File: src/fcet_pkg.sv
package fcet_pkg;

  localparam int CAPACITY = 16;
  localparam int IDX_W    = (CAPACITY > 1) ? $clog2(CAPACITY) : 1;
  localparam int CNT_W    = $clog2(CAPACITY + 1);

  localparam int CODE_W   = 32;
  localparam int STATUS_W = 8;
  localparam int OCC_W    = 16;
  localparam int AGE_W    = 16;
  localparam int CFG_W    = 5;
  localparam int CNT_OUT_W = 5;

  typedef enum logic [2:0] {
    OP_STORE  = 3'd0,
    OP_GET    = 3'd1,
    OP_CLEAR1 = 3'd2,
    OP_CLRALL = 3'd3,
    OP_AGE    = 3'd4
  } opcode_t;

  typedef enum logic [1:0] {
    ST_IDLE,
    ST_SCAN,
    ST_FINISH
  } state_t;

  typedef struct packed {
    logic [CODE_W-1:0]   code;
    logic [STATUS_W-1:0] status;
    logic [OCC_W-1:0]    occ;
    logic [AGE_W-1:0]    aging;
  } entry_t;

  localparam logic [OCC_W-1:0] OCC_MAX = '1;
  localparam logic [AGE_W-1:0] AGE_MAX = '1;

endpackage

File: src/fault_code_event_table.sv
// fault code event table: up to CAPACITY (16) entries keyed by a 32-bit code,
// holding status, occurrence and aging counters in a single-port-read memory.
// store, get, clear one and apply aging walk the whole table through the one
// memory read port, one entry a cycle with registered read data, before their
// result is formed; clear all and unused opcodes go straight to the result
// without a scan. the input is ready again in the cycle the result appears, so
// no new item is accepted while an item is still scanning the table.
// valid bits live in flip-flops and are cleared by reset at once, so no clearing
// pass is needed. one result item per input item; the next item is accepted
// while a result still waits on the output side, and its result is held back
// until the previous one is taken.
// max_entries (apb offset 0) sets the fill level at which a new code first
// displaces the entry with the fewest occurrences (lowest code on ties) and
// sets overflow; 0 acts as 1 and values above CAPACITY act as CAPACITY.
module fault_code_event_table (
  input  logic        clk,
  input  logic        rst,

  input  logic        s_tvalid,
  output logic        s_tready,
  input  logic [55:0] s_tdata,   // dtc_code[31:0], status_in[39:32], aging_threshold[55:40]
  input  logic [2:0]  s_tuser,   // opcode[2:0]

  output logic        m_tvalid,
  input  logic        m_tready,
  output logic [47:0] m_tdata,   // status_out[7:0], occurrences_out[23:8], aging_out[39:24],
                                 // entry_count[44:40], overflow[45], zero fill above
  output logic        m_tuser,   // result_code

  input  logic        psel,
  input  logic        penable,
  input  logic        pwrite,
  input  logic [2:0]  paddr,
  input  logic [31:0] pwdata,
  output logic [31:0] prdata,
  output logic        pready
);

  localparam int CAP   = fcet_pkg::CAPACITY;
  localparam int IDX_W = fcet_pkg::IDX_W;
  localparam int CNT_W = fcet_pkg::CNT_W;

  // configuration
  logic [fcet_pkg::CFG_W-1:0] max_entries;
  logic [CNT_W-1:0]           lim;

  assign pready = 1'b1;
  assign prdata = (paddr[2] == 1'b0) ? {{(32-fcet_pkg::CFG_W){1'b0}}, max_entries} : 32'd0;

  always_ff @(posedge clk) begin
    if (rst) begin
      max_entries <= fcet_pkg::CFG_W'(CAP > 16 ? 16 : CAP);
    end else if (psel && penable && pwrite && pready && (paddr[2] == 1'b0)) begin
      max_entries <= pwdata[fcet_pkg::CFG_W-1:0];
    end
  end

  // effective fill limit
  always_comb begin
    if (max_entries == '0) begin
      lim = CNT_W'(1);
    end else if (32'(max_entries) > CAP) begin
      lim = CNT_W'(CAP);
    end else begin
      lim = CNT_W'(max_entries);
    end
  end

  // control and item registers
  fcet_pkg::state_t  state, state_next;
  fcet_pkg::opcode_t op;
  logic [fcet_pkg::CODE_W-1:0]   key;
  logic [fcet_pkg::STATUS_W-1:0] status_q;
  logic [fcet_pkg::AGE_W-1:0]    thr;

  logic [CAP-1:0]   valid;
  logic [CNT_W-1:0] count;
  logic             overflow_flag;

  // scan bookkeeping
  logic [IDX_W-1:0] scan_idx;
  logic             issue_done;
  logic             rd_pend;
  logic [IDX_W-1:0] rd_idx;
  logic             found;
  logic [IDX_W-1:0] hit_idx;
  fcet_pkg::entry_t hit;
  logic             best_found;
  logic [IDX_W-1:0] best_idx;
  logic [fcet_pkg::OCC_W-1:0]  best_occ;
  logic [fcet_pkg::CODE_W-1:0] best_code;
  logic             free_found;
  logic [IDX_W-1:0] free_idx;

  // entry memory
  fcet_pkg::entry_t mem [CAP];
  fcet_pkg::entry_t rd_data;
  fcet_pkg::entry_t mem_wdata;
  logic             mem_we, mem_re;
  logic [IDX_W-1:0] mem_waddr, mem_raddr;

  always_ff @(posedge clk) begin
    if (mem_we) begin
      mem[mem_waddr] <= mem_wdata;
    end
    if (mem_re) begin
      rd_data <= mem[mem_raddr];
    end
  end

  logic accept, fin_go, rd_live;
  logic [fcet_pkg::AGE_W-1:0] rd_age_inc;
  logic [fcet_pkg::OCC_W-1:0] hit_occ_inc;
  logic age_kill, full, better;
  logic [IDX_W-1:0] ins_slot;
  logic [CAP-1:0]   valid_ins;

  // result fields
  logic [CNT_W-1:0] count_res;
  logic             ovf_res;
  logic [47:0]      res_data;
  logic             res_user;

  assign s_tready = (state == fcet_pkg::ST_IDLE);
  assign accept   = s_tvalid && s_tready;
  assign fin_go   = (state == fcet_pkg::ST_FINISH) && (!m_tvalid || m_tready);
  // returned read data of a valid entry
  assign rd_live  = (state == fcet_pkg::ST_SCAN) && rd_pend && valid[rd_idx];

  assign rd_age_inc  = (rd_data.aging == fcet_pkg::AGE_MAX) ? rd_data.aging
                                                            : rd_data.aging + 1'b1;
  assign age_kill    = (rd_age_inc >= thr);
  assign hit_occ_inc = (hit.occ == fcet_pkg::OCC_MAX) ? hit.occ : hit.occ + 1'b1;
  assign full        = (count >= lim);
  assign better      = !best_found || (rd_data.occ < best_occ) ||
                       ((rd_data.occ == best_occ) && (rd_data.code < best_code));

  // after a displacement the lowest free slot is either an old hole or the victim
  assign ins_slot = !full ? free_idx :
                    (free_found && (free_idx < best_idx)) ? free_idx : best_idx;

  // valid bits after a store of a new code: victim out, new entry in
  always_comb begin
    valid_ins = valid;
    if (full) begin
      valid_ins[best_idx] = 1'b0;
    end
    valid_ins[ins_slot] = 1'b1;
  end

  always_ff @(posedge clk) begin
    if (rst) begin
      state <= fcet_pkg::ST_IDLE;
    end else begin
      state <= state_next;
    end
  end

  // next state and memory port control
  always_comb begin
    state_next = state;
    mem_re     = 1'b0;
    mem_raddr  = scan_idx;
    mem_we     = 1'b0;
    mem_waddr  = rd_idx;
    mem_wdata  = '{code: rd_data.code, status: rd_data.status,
                   occ: rd_data.occ, aging: rd_age_inc};
    case (state)
      fcet_pkg::ST_IDLE: begin
        if (accept) begin
          case (fcet_pkg::opcode_t'(s_tuser))
            fcet_pkg::OP_STORE, fcet_pkg::OP_GET,
            fcet_pkg::OP_CLEAR1, fcet_pkg::OP_AGE: state_next = fcet_pkg::ST_SCAN;
            default: state_next = fcet_pkg::ST_FINISH;
          endcase
        end
      end
      fcet_pkg::ST_SCAN: begin
        mem_re = !issue_done;
        // aging write-back trails the read by one entry, so the two never collide
        if (rd_live && (op == fcet_pkg::OP_AGE) && !age_kill) begin
          mem_we = 1'b1;
        end
        if (issue_done && !rd_pend) begin
          state_next = fcet_pkg::ST_FINISH;
        end
      end
      fcet_pkg::ST_FINISH: begin
        if (fin_go) begin
          state_next = fcet_pkg::ST_IDLE;
          if (op == fcet_pkg::OP_STORE) begin
            mem_we = 1'b1;
            if (found) begin
              mem_waddr = hit_idx;
              mem_wdata = '{code: key, status: status_q, occ: hit_occ_inc, aging: '0};
            end else begin
              mem_waddr = ins_slot;
              mem_wdata = '{code: key, status: status_q,
                            occ: fcet_pkg::OCC_W'(1), aging: '0};
            end
          end
        end
      end
      default: state_next = fcet_pkg::ST_IDLE;
    endcase
  end

  // datapath, valid bits and counters
  always_ff @(posedge clk) begin
    if (accept) begin
      op       <= fcet_pkg::opcode_t'(s_tuser);
      key      <= s_tdata[31:0];
      status_q <= s_tdata[39:32];
      thr      <= s_tdata[55:40];
      scan_idx   <= '0;
      issue_done <= 1'b0;
      found      <= 1'b0;
      best_found <= 1'b0;
      free_found <= 1'b0;
    end
    if (state == fcet_pkg::ST_SCAN) begin
      if (!issue_done) begin
        rd_idx <= scan_idx;
        if (scan_idx == IDX_W'(CAP - 1)) begin
          issue_done <= 1'b1;
        end else begin
          scan_idx <= scan_idx + 1'b1;
        end
      end
      if (rd_pend) begin
        if (!valid[rd_idx]) begin
          if (!free_found) begin
            free_found <= 1'b1;
            free_idx   <= rd_idx;
          end
        end else begin
          if (!found && (rd_data.code == key)) begin
            found   <= 1'b1;
            hit_idx <= rd_idx;
            hit     <= rd_data;
          end
          if (better) begin
            best_found <= 1'b1;
            best_idx   <= rd_idx;
            best_occ   <= rd_data.occ;
            best_code  <= rd_data.code;
          end
        end
      end
    end
    if (fin_go) begin
      m_tuser <= res_user;
      m_tdata <= res_data;
    end

    if (rst) begin
      valid         <= '0;
      count         <= '0;
      overflow_flag <= 1'b0;
      rd_pend       <= 1'b0;
      m_tvalid      <= 1'b0;
    end else begin
      rd_pend <= (state == fcet_pkg::ST_SCAN) && !issue_done;
      if (rd_live && (op == fcet_pkg::OP_AGE) && age_kill) begin
        valid[rd_idx] <= 1'b0;
        count         <= count - 1'b1;
      end
      if (fin_go) begin
        m_tvalid <= 1'b1;
        case (op)
          fcet_pkg::OP_STORE: begin
            if (!found) begin
              if (full) begin
                overflow_flag <= 1'b1;
              end else begin
                count <= count + 1'b1;
              end
              valid <= valid_ins;
            end
          end
          fcet_pkg::OP_CLEAR1: begin
            if (found) begin
              valid[hit_idx] <= 1'b0;
              count          <= count - 1'b1;
            end
          end
          fcet_pkg::OP_CLRALL: begin
            valid         <= '0;
            count         <= '0;
            overflow_flag <= 1'b0;
          end
          default: ;
        endcase
      end else if (m_tready) begin
        m_tvalid <= 1'b0;
      end
    end
  end

  // count and overflow reflect the table after the item's own update
  always_comb begin
    count_res = count;
    ovf_res   = overflow_flag;
    case (op)
      fcet_pkg::OP_STORE: begin
        if (!found) begin
          if (full) begin
            ovf_res = 1'b1;
          end else begin
            count_res = count + 1'b1;
          end
        end
      end
      fcet_pkg::OP_CLEAR1: begin
        if (found) begin
          count_res = count - 1'b1;
        end
      end
      fcet_pkg::OP_CLRALL: begin
        count_res = '0;
        ovf_res   = 1'b0;
      end
      default: ;
    endcase
  end

  // result item: entry fields only on a successful get
  always_comb begin
    res_user = 1'b0;
    res_data = '0;
    case (op)
      fcet_pkg::OP_GET: begin
        if (found) begin
          res_data[7:0]   = hit.status;
          res_data[23:8]  = hit.occ;
          res_data[39:24] = hit.aging;
        end else begin
          res_user = 1'b1;
        end
      end
      fcet_pkg::OP_CLEAR1: res_user = !found;
      default: ;
    endcase
    res_data[44:40] = fcet_pkg::CNT_OUT_W'(count_res);
    res_data[45]    = ovf_res;
  end

  // assertions
  a_count_matches_valid: assert property (@(posedge clk) disable iff (rst)
    32'(count) == $countones(valid))
    else $error("entry count out of step with valid bits");

  a_no_rw_same_entry: assert property (@(posedge clk) disable iff (rst)
    (mem_we && mem_re) |-> (mem_waddr != mem_raddr))
    else $error("memory write and read hit the same entry");

  a_clear_all_empties: assert property (@(posedge clk) disable iff (rst)
    (fin_go && (op == fcet_pkg::OP_CLRALL)) |=> ((valid == '0) && !overflow_flag))
    else $error("clear all left entries or overflow behind");

  a_result_waits: assert property (@(posedge clk) disable iff (rst)
    (m_tvalid && !m_tready) |=> m_tvalid)
    else $error("result dropped while stalled");

endmodule
File: config.mk
export PLATFORM = sky130hd
export DESIGN_NAME = fault_code_event_table
export DESIGN_NICKNAME = d
export VERILOG_FILES = /design/src/fcet_pkg.sv /design/src/fault_code_event_table.sv
export SDC_FILE = /design/constraint.sdc
export NUM_CORES = 2
export LEC_CHECK = 0
export BUFFER_PORTS_ARGS = -buffer_cell sky130_fd_sc_hd__buf_4
export CAP_MARGIN = 40
export CELL_PAD_IN_SITES_DETAIL_PLACEMENT = 0
export CELL_PAD_IN_SITES_GLOBAL_PLACEMENT = 1
export CORE_UTILIZATION = 49
export CTS_CLUSTER_DIAMETER = 40
export DETAILED_ROUTE_END_ITERATION = 10
export PLACE_DENSITY_LB_ADDON = 0.12
export SLEW_MARGIN = 20
export SYNTH_ARGS = -nofsm -noshare
export SYNTH_HDL_FRONTEND = slang
export SYNTH_SLANG_ARGS = --single-unit
File: constraint.sdc
create_clock -name clk -period 11.3 [get_ports clk]
set_input_delay 1.13 -clock clk [delete_from_list [all_inputs] [get_ports clk]]
set_output_delay 1.13 -clock clk [all_outputs]
set_load 0.005 [all_outputs]
Word-level counts from Yosys, hierarchy flattened --
Memory sizes are Yosys's and may differ from the RTL's. A register that Yosys moved wholly into a read port is not among the register bits. Cells that the tools add are included.
Cells by class: bitwise gates (word level) 11, muxes and demuxes 84, reductions and logical operators 40, add/sub/neg operators 5, order comparisons 14, equal/unequal tests 17
Operators with widths (count):
- two-way mux 72 bit | 3
- two-way mux 16 bit | 8
- two-way mux 5 bit | 11
- AND 16 bit | 3
- NOT 16 bit | 3
- case mux 16 bit (3 select lines) | 1
- two-way mux 4 bit | 10
- two-way mux 1 bit | 35
- adder 16 x 1 -> 16 bit, second input constant | 2
- equality test 16 bit, second input constant | 2
- equality test 32 bit | 1
- < comparator 32 bit | 1
- two-way mux 32 bit | 1
- case mux 5 bit (3 select lines) | 2
- < comparator 4 x 5 -> 1 bit, second input constant | 4
- logical AND 1 bit | 19
- demux 1 bit (select 4 bit) | 4
- equality test 16 bit | 1
- greater-or-equal comparator 16 bit | 1
- greater-or-equal comparator 4 x 1 -> 1 bit, second input constant | 4
- < comparator 16 bit | 1
- OR 16 bit | 1
- AND reduction 4 bit | 3
- equality test 3 x 2 -> 1 bit, second input constant | 3
- 27 further kinds | 47
Word-level totals: output and inout port bits 84, memories 1, bits in registers 249, bits of input ports 101, logic and storage cells 200, bits in writable memories 1152
Memory list:
- mem | words 16, bits a word 72, rd ports 1, clocked after Yosys merged registers in 1, write ports 1, RTL line fault_code_event_table.sv:96 | fcet_pkg::entry_t mem [CAP];

Longest topological paths before layout --
depth after elaboration 13, mapped depth 15, mapped depth without buffers 14

Worst setup path before layout --
No wires, ideal clock.
path type register to register, start register, netlist name rd_data[3], end memory mem[10][0] in the netlist's numbering (enable), cell stages (with the launch flop) 15, setup slack 0.634 ns, arrival 9.985 ns, required time 10.619 ns, path through edfxtp_1 -> and4_1 -> nand4_1 -> nor4_2 -> nor2_1 -> nand4_1 -> xnor2_1 -> ha_1 -> a21o_1 -> nand3_1 -> a21oi_1 -> a211oi_1 -> and2_1 -> a21oi_2 -> nor4_1
Between the ends: word-level cells in the longest chain between the ends 9, elaborated cells on any way between the ends 10, those cells by class add/sub: 1; order compare: 1; eq/ne: 1; mux: 5; reduce/logical: 2
RTL lines:
- adder 16 x 1 -> 16 bit or equality test 16 bit (tied branches) | RTL line fault_code_event_table.sv:131, fault_code_event_table.sv:130
- two-way mux 16 bit (*) | RTL line fault_code_event_table.sv:130 | assign rd_age_inc = (rd_data.aging == fcet_pkg::AGE_MAX) ? rd_data.aging
- greater-or-equal comparator 16 bit (*) | RTL line fault_code_event_table.sv:132 | assign age_kill = (rd_age_inc >= thr);
- logical NOT 1 bit (*) | RTL line fault_code_event_table.sv:181 | if (rd_live && (op == fcet_pkg::OP_AGE) && !age_kill) begin
- logical AND 1 bit (*) | RTL line fault_code_event_table.sv:181
- two-way mux 1 bit (*) | RTL line fault_code_event_table.sv:181
- case mux 1 bit (2 select lines) (*) | RTL line fault_code_event_table.sv:168 | case (state)
- two-way mux 1 bit (*) | RTL line fault_code_event_table.sv:103 | if (mem_we) begin
- two-way mux 1 bit (not written as such) (*) | RTL line fault_code_event_table.sv:104 | mem[mem_waddr] <= mem_wdata;
- to (decl) | RTL line fault_code_event_table.sv:96
Every way passes the cells marked *; elsewhere a longest branch is shown, timed or not.

Worst setup path in the final report --
start register, netlist name rd_data[3], end memory mem[13][39] in the netlist's numbering (enable)
Between the ends: word-level cells in the longest chain between the ends 9, elaborated cells on any way between the ends 10, those cells by class add/sub: 1; order compare: 1; eq/ne: 1; mux: 5; reduce/logical: 2
RTL lines (RTL line):
- adder 16 x 1 -> 16 bit or equality test 16 bit (tied branches) | fault_code_event_table.sv:131, fault_code_event_table.sv:130
- two-way mux 16 bit (*) | fault_code_event_table.sv:130
- greater-or-equal comparator 16 bit (*) | fault_code_event_table.sv:132
- logical NOT 1 bit (*) | fault_code_event_table.sv:181
- logical AND 1 bit (*) | fault_code_event_table.sv:181
- two-way mux 1 bit (*) | fault_code_event_table.sv:181
- case mux 1 bit (2 select lines) (*) | fault_code_event_table.sv:168
- two-way mux 1 bit (*) | fault_code_event_table.sv:103
- two-way mux 1 bit (not written as such) (*) | fault_code_event_table.sv:104
Marks and branches as above.

==> impl_metrics.toml <==
[clock_tree]
cts_repair_resize_count = 0
cts_htree_levels = 4
holdBufCountCts = 0
tritoncts = "done"
clk_latency_ps = 790
cts.path.max_buffers = 3
cts.sinks = 1473
post-cts-setup-buffer-count = 0
cts_made_buffers = 188
clkTransAtPathRegs_ps = 60
cts-root-buf = "sky130_fd_sc_hd__clkbuf_16"

[pwr]
power.switching_fraction_pct = 24.8
static-leakage-power_nw = 22.7
power.density_mw_per_mm2 = 213
peakVddDrop_v = 0.000183
netSwitchingPower_mw = 3.66
share_seq_of_total_power_pct = 43.9
clock_network_fraction_of_total_power_pct = 40.8
cellInternalPower_mw = 11.1
combinationalPowerShare_pct = 15.3
fin_total_pwr_mw = 14.7

[die]
dieHeight_um = 350
rows = 127
die_area_mm2 = 0.122
floorplan.core_area_mm2 = 0.120
io_pins = 185
die_width_um = 350
initial_core_utilization_pct = 49.4

[synth]
number_of_enable_flip_flop_cells_after_synthesis = 1434
synth_simple_gate_area_share_pct = 4.55
syn_area_per_cell_um2 = 19.7
postSynthCellCount = 3012
yosys.area_share.adder_pct = 1.69
largest_area_contributor_in_the_netlist = "sky130_fd_sc_hd__edfxtp_1"
ys_dominant_reg_cell = "sky130_fd_sc_hd__edfxtp_1"
synth.area.top_cells = "sky130_fd_sc_hd__edfxtp_1, sky130_fd_sc_hd__mux4_2, sky130_fd_sc_hd__ha_1"
synth.cells.most_frequent = "sky130_fd_sc_hd__edfxtp_1, sky130_fd_sc_hd__mux4_2, sky130_fd_sc_hd__nand2_1, sky130_fd_sc_hd__inv_1, sky130_fd_sc_hd__ha_1"
synth_top_cell_area_share_pct = 72.8
synthArstFlopShare_pct = 0
synth_seq_cells = 1473
xor_and_xnor_area_share_after_synthesis_pct = 0.962
syn_area_mm2 = 0.0592
synth_cell_types = 78
synthMostInstantiatedCell = "sky130_fd_sc_hd__edfxtp_1"
muxShareOfSynthArea_pct = 14.3
synth_compound_gate_area_share_pct = 2.65
synth_seq_area_share_pct = 74.1
ys.warnings.count = 0
synth_top_family_by_area = "multiplexers"

[sta]
totalNegativeSetupSlack_ps = 0
worst_slack_ps = 4850
timing.final.crit_period_ps = 6450
worst_slew_pin_slew_ps = 1260
clock.fmax_ghz = 0.155
grt_setup_unrepaired = "false"
worst_hold_slack_ps = 453
report.final.setup_viol = 0
finalClockSkew_ps = 32.4
timing.max_slew.rel_slack_pct = 16.0
timing.final.crit_share_pct = 57.1
timing_hold_violations_final = 0
final-max-slew-violation-count = 0

[drt]
avg_vias_per_cell = 5.90
drt-pass1-iter-count = 6
wl_per_cell_um = 27.8
finalWirelength_um = 141000
drtAntennaViolNets = 0
dr.first_iter.drc_count = 2542
route.detailed.drc = 0
dr_total_vias = 29873

[cells_and_area]
n_antenna_cell = 0
design_area_mm2 = 0.0692
finish.net_count = 3475
finalCoreUtilization_pct = 57.8
synthToLayoutAreaGrowth_pct = 17.0
finish.cell_count_without_fillers = 5063
drive_above_1_share_pct = 27.6

[worst_hold_path]
timing.hold.worst_endpoint = "hit[38]"
hold_path_startpoint = "rd_data[38]"
min_path_cells = 0
worst_hold_path_type = "flop to flop"

[global_route]
grt_overall_usage_pct = 23.5
antenna_found_initial = 2
grt_start_max_net_pins = 162
grt_first_pass_wirelength_um = 206000
gr-total-overflow = 0
number_of_global_route_vias_before_repair = 30748

[placed_design]
dp_hpwl_um = 80000
port-buffer-count = 125
gp_congestion = 0.842
pre_cts_ws_ps = 4820
dp.cells = 4715
placed_area_mm2 = 0.0628

[outcome]
status = "complete, no violations"

[worst_setup_path]
ff2ff_setup_slack_ps = 4850
timing.critical_path.to_type = "flop"
timing.critical_path.required_ps = 11700
crit-reg2reg-capture = "mem[13][39]"
cp.arrival_ps = 6850
reg2reg_from = "rd_data[3]"
worstSetupPathType = "flop to flop"
worstRegToRegCells = 15
worst-path-max-fanout = 39
critPathLaunchType = "flop"

[flow_run]
max_cap_check_violation_count = 0
-- sequential cells by signal (all words and copies together), names as in the netlist, 2 cells and up --
signal,count
best_idx,4
mem_raddr,4
hit_idx,4
mem,1152
state,2
free_idx,4
m_tdata,46
thr,16
op,3
hit,40
best_code,32
rd_idx,4
rd_data,72
max_entries,5
valid,16
key,32
count,5
best_occ,16
status_q,8
-- layout make-up --
class	count	area (um2)
Clock buffer	209	4850
Clock inverter	137	1560
Fill cell	8953	50600
Inverter	81	309
Multi-Input combinational cell	1326	14500
Sequential cell	1473	43900
Tap cell	1612	2020
Timing Repair Buffer	225	2090
-- worst max-delay path by stage --
stage | startpoint | end | slack (ps) | cells after the start
after floorplan | rd_data[3] | mem[10][0] | 630 | 14
after global placement | rd_data[3] | mem[13][57] | 4910 | 15
after detailed placement | rd_data[3] | mem[13][57] | 4820 | 15
after CTS | rd_data[3] | mem[13][42] | 4780 | 15
after global routing | rd_data[3] | mem[13][39] | 4450 | 15
final | rd_data[3] | mem[13][39] | 4850 | 15
-- layout by cell type, fill, tap and decap left out, types with 13 or more instances in the layout --
master / instances
sky130_fd_sc_hd__a22oi_1: 14
sky130_fd_sc_hd__bufinv_16: 20
sky130_fd_sc_hd__edfxtp_1: 1434
sky130_fd_sc_hd__a21oi_1: 46
sky130_fd_sc_hd__and2_1: 61
sky130_fd_sc_hd__nand2b_1: 19
sky130_fd_sc_hd__ha_1: 79
sky130_fd_sc_hd__nand4_1: 18
sky130_fd_sc_hd__inv_1: 78
sky130_fd_sc_hd__nand2_1: 217
sky130_fd_sc_hd__clkinv_2: 23
sky130_fd_sc_hd__a211oi_1: 13
sky130_fd_sc_hd__clkbuf_1: 18
sky130_fd_sc_hd__o21ai_0: 42
sky130_fd_sc_hd__clkinvlp_4: 19
sky130_fd_sc_hd__dfxtp_1: 35
sky130_fd_sc_hd__nor4_1: 14
sky130_fd_sc_hd__conb_1: 30
sky130_fd_sc_hd__o22ai_1: 16
sky130_fd_sc_hd__nor3_1: 36
sky130_fd_sc_hd__a21o_1: 19
sky130_fd_sc_hd__clkbuf_16: 191
sky130_fd_sc_hd__buf_4: 196
sky130_fd_sc_hd__inv_6: 34
sky130_fd_sc_hd__mux2i_1: 13
sky130_fd_sc_hd__mux4_2: 364
sky130_fd_sc_hd__nor2_1: 67
sky130_fd_sc_hd__xnor2_1: 14
sky130_fd_sc_hd__clkinv_1: 14
sky130_fd_sc_hd__nand3_1: 27
sky130_fd_sc_hd__buf_16: 15
sky130_fd_sc_hd__nor2b_1: 16
sky130_fd_sc_hd__xor2_1: 51
-- critical path, cell delays in order, from the launching register on --
cell and delay (ps):
sky130_fd_sc_hd__edfxtp_1 470, sky130_fd_sc_hd__and4_1 320, sky130_fd_sc_hd__nand4_1 240, sky130_fd_sc_hd__nor4_2 630
sky130_fd_sc_hd__nor2_1 260, sky130_fd_sc_hd__nand3_1 170, sky130_fd_sc_hd__xnor2_1 150, sky130_fd_sc_hd__ha_1 280
sky130_fd_sc_hd__and4_1 220, sky130_fd_sc_hd__a221oi_1 380, sky130_fd_sc_hd__a211o_1 390, sky130_fd_sc_hd__nand2_1 120
sky130_fd_sc_hd__o22a_4 330, sky130_fd_sc_hd__nor4_4 630, sky130_fd_sc_hd__buf_4 640, sky130_fd_sc_hd__buf_4 780
-- routing by layer --
metal / GRT usage, % / share of wire [%] / vias up
met2: 38.3 / 49 / 957
met3: 3.65 / 5.5 / 207
met1: 33.0 / 43 / 15881
met5: 0 / 0 / -
met4: 6.78 / 2.2 / 0
li1: - / - / 12828
-- kinds of logic (layout without fill, tap and decap cells) --
family                     after synthesis  count (layout)
DFF                                   1473            1473
xor gates and xnor gates                65              65
muxes                                  386             386
adders and majority gates               80              80
buffers and inverters                  241             652
other                                    2              30
AOI/OAI and AO/OA                      229             229
and+or+nand+nor                        536             536
-- power by group through the flow --
stage | sequential [mW] | clock (mW) | combinational [mW]
final | 6.48 | 6.01 | 2.26
after CTS | 6.52 | 6.13 | 2.26
after detailed placement | 6.63 | 0 | 2.25
after global routing | 6.49 | 6.35 | 2.45
after floorplan | 6.52 | 0 | 1.66
after global placement | 6.65 | 0 | 2.11
Power figures use the tool's default switching activity.
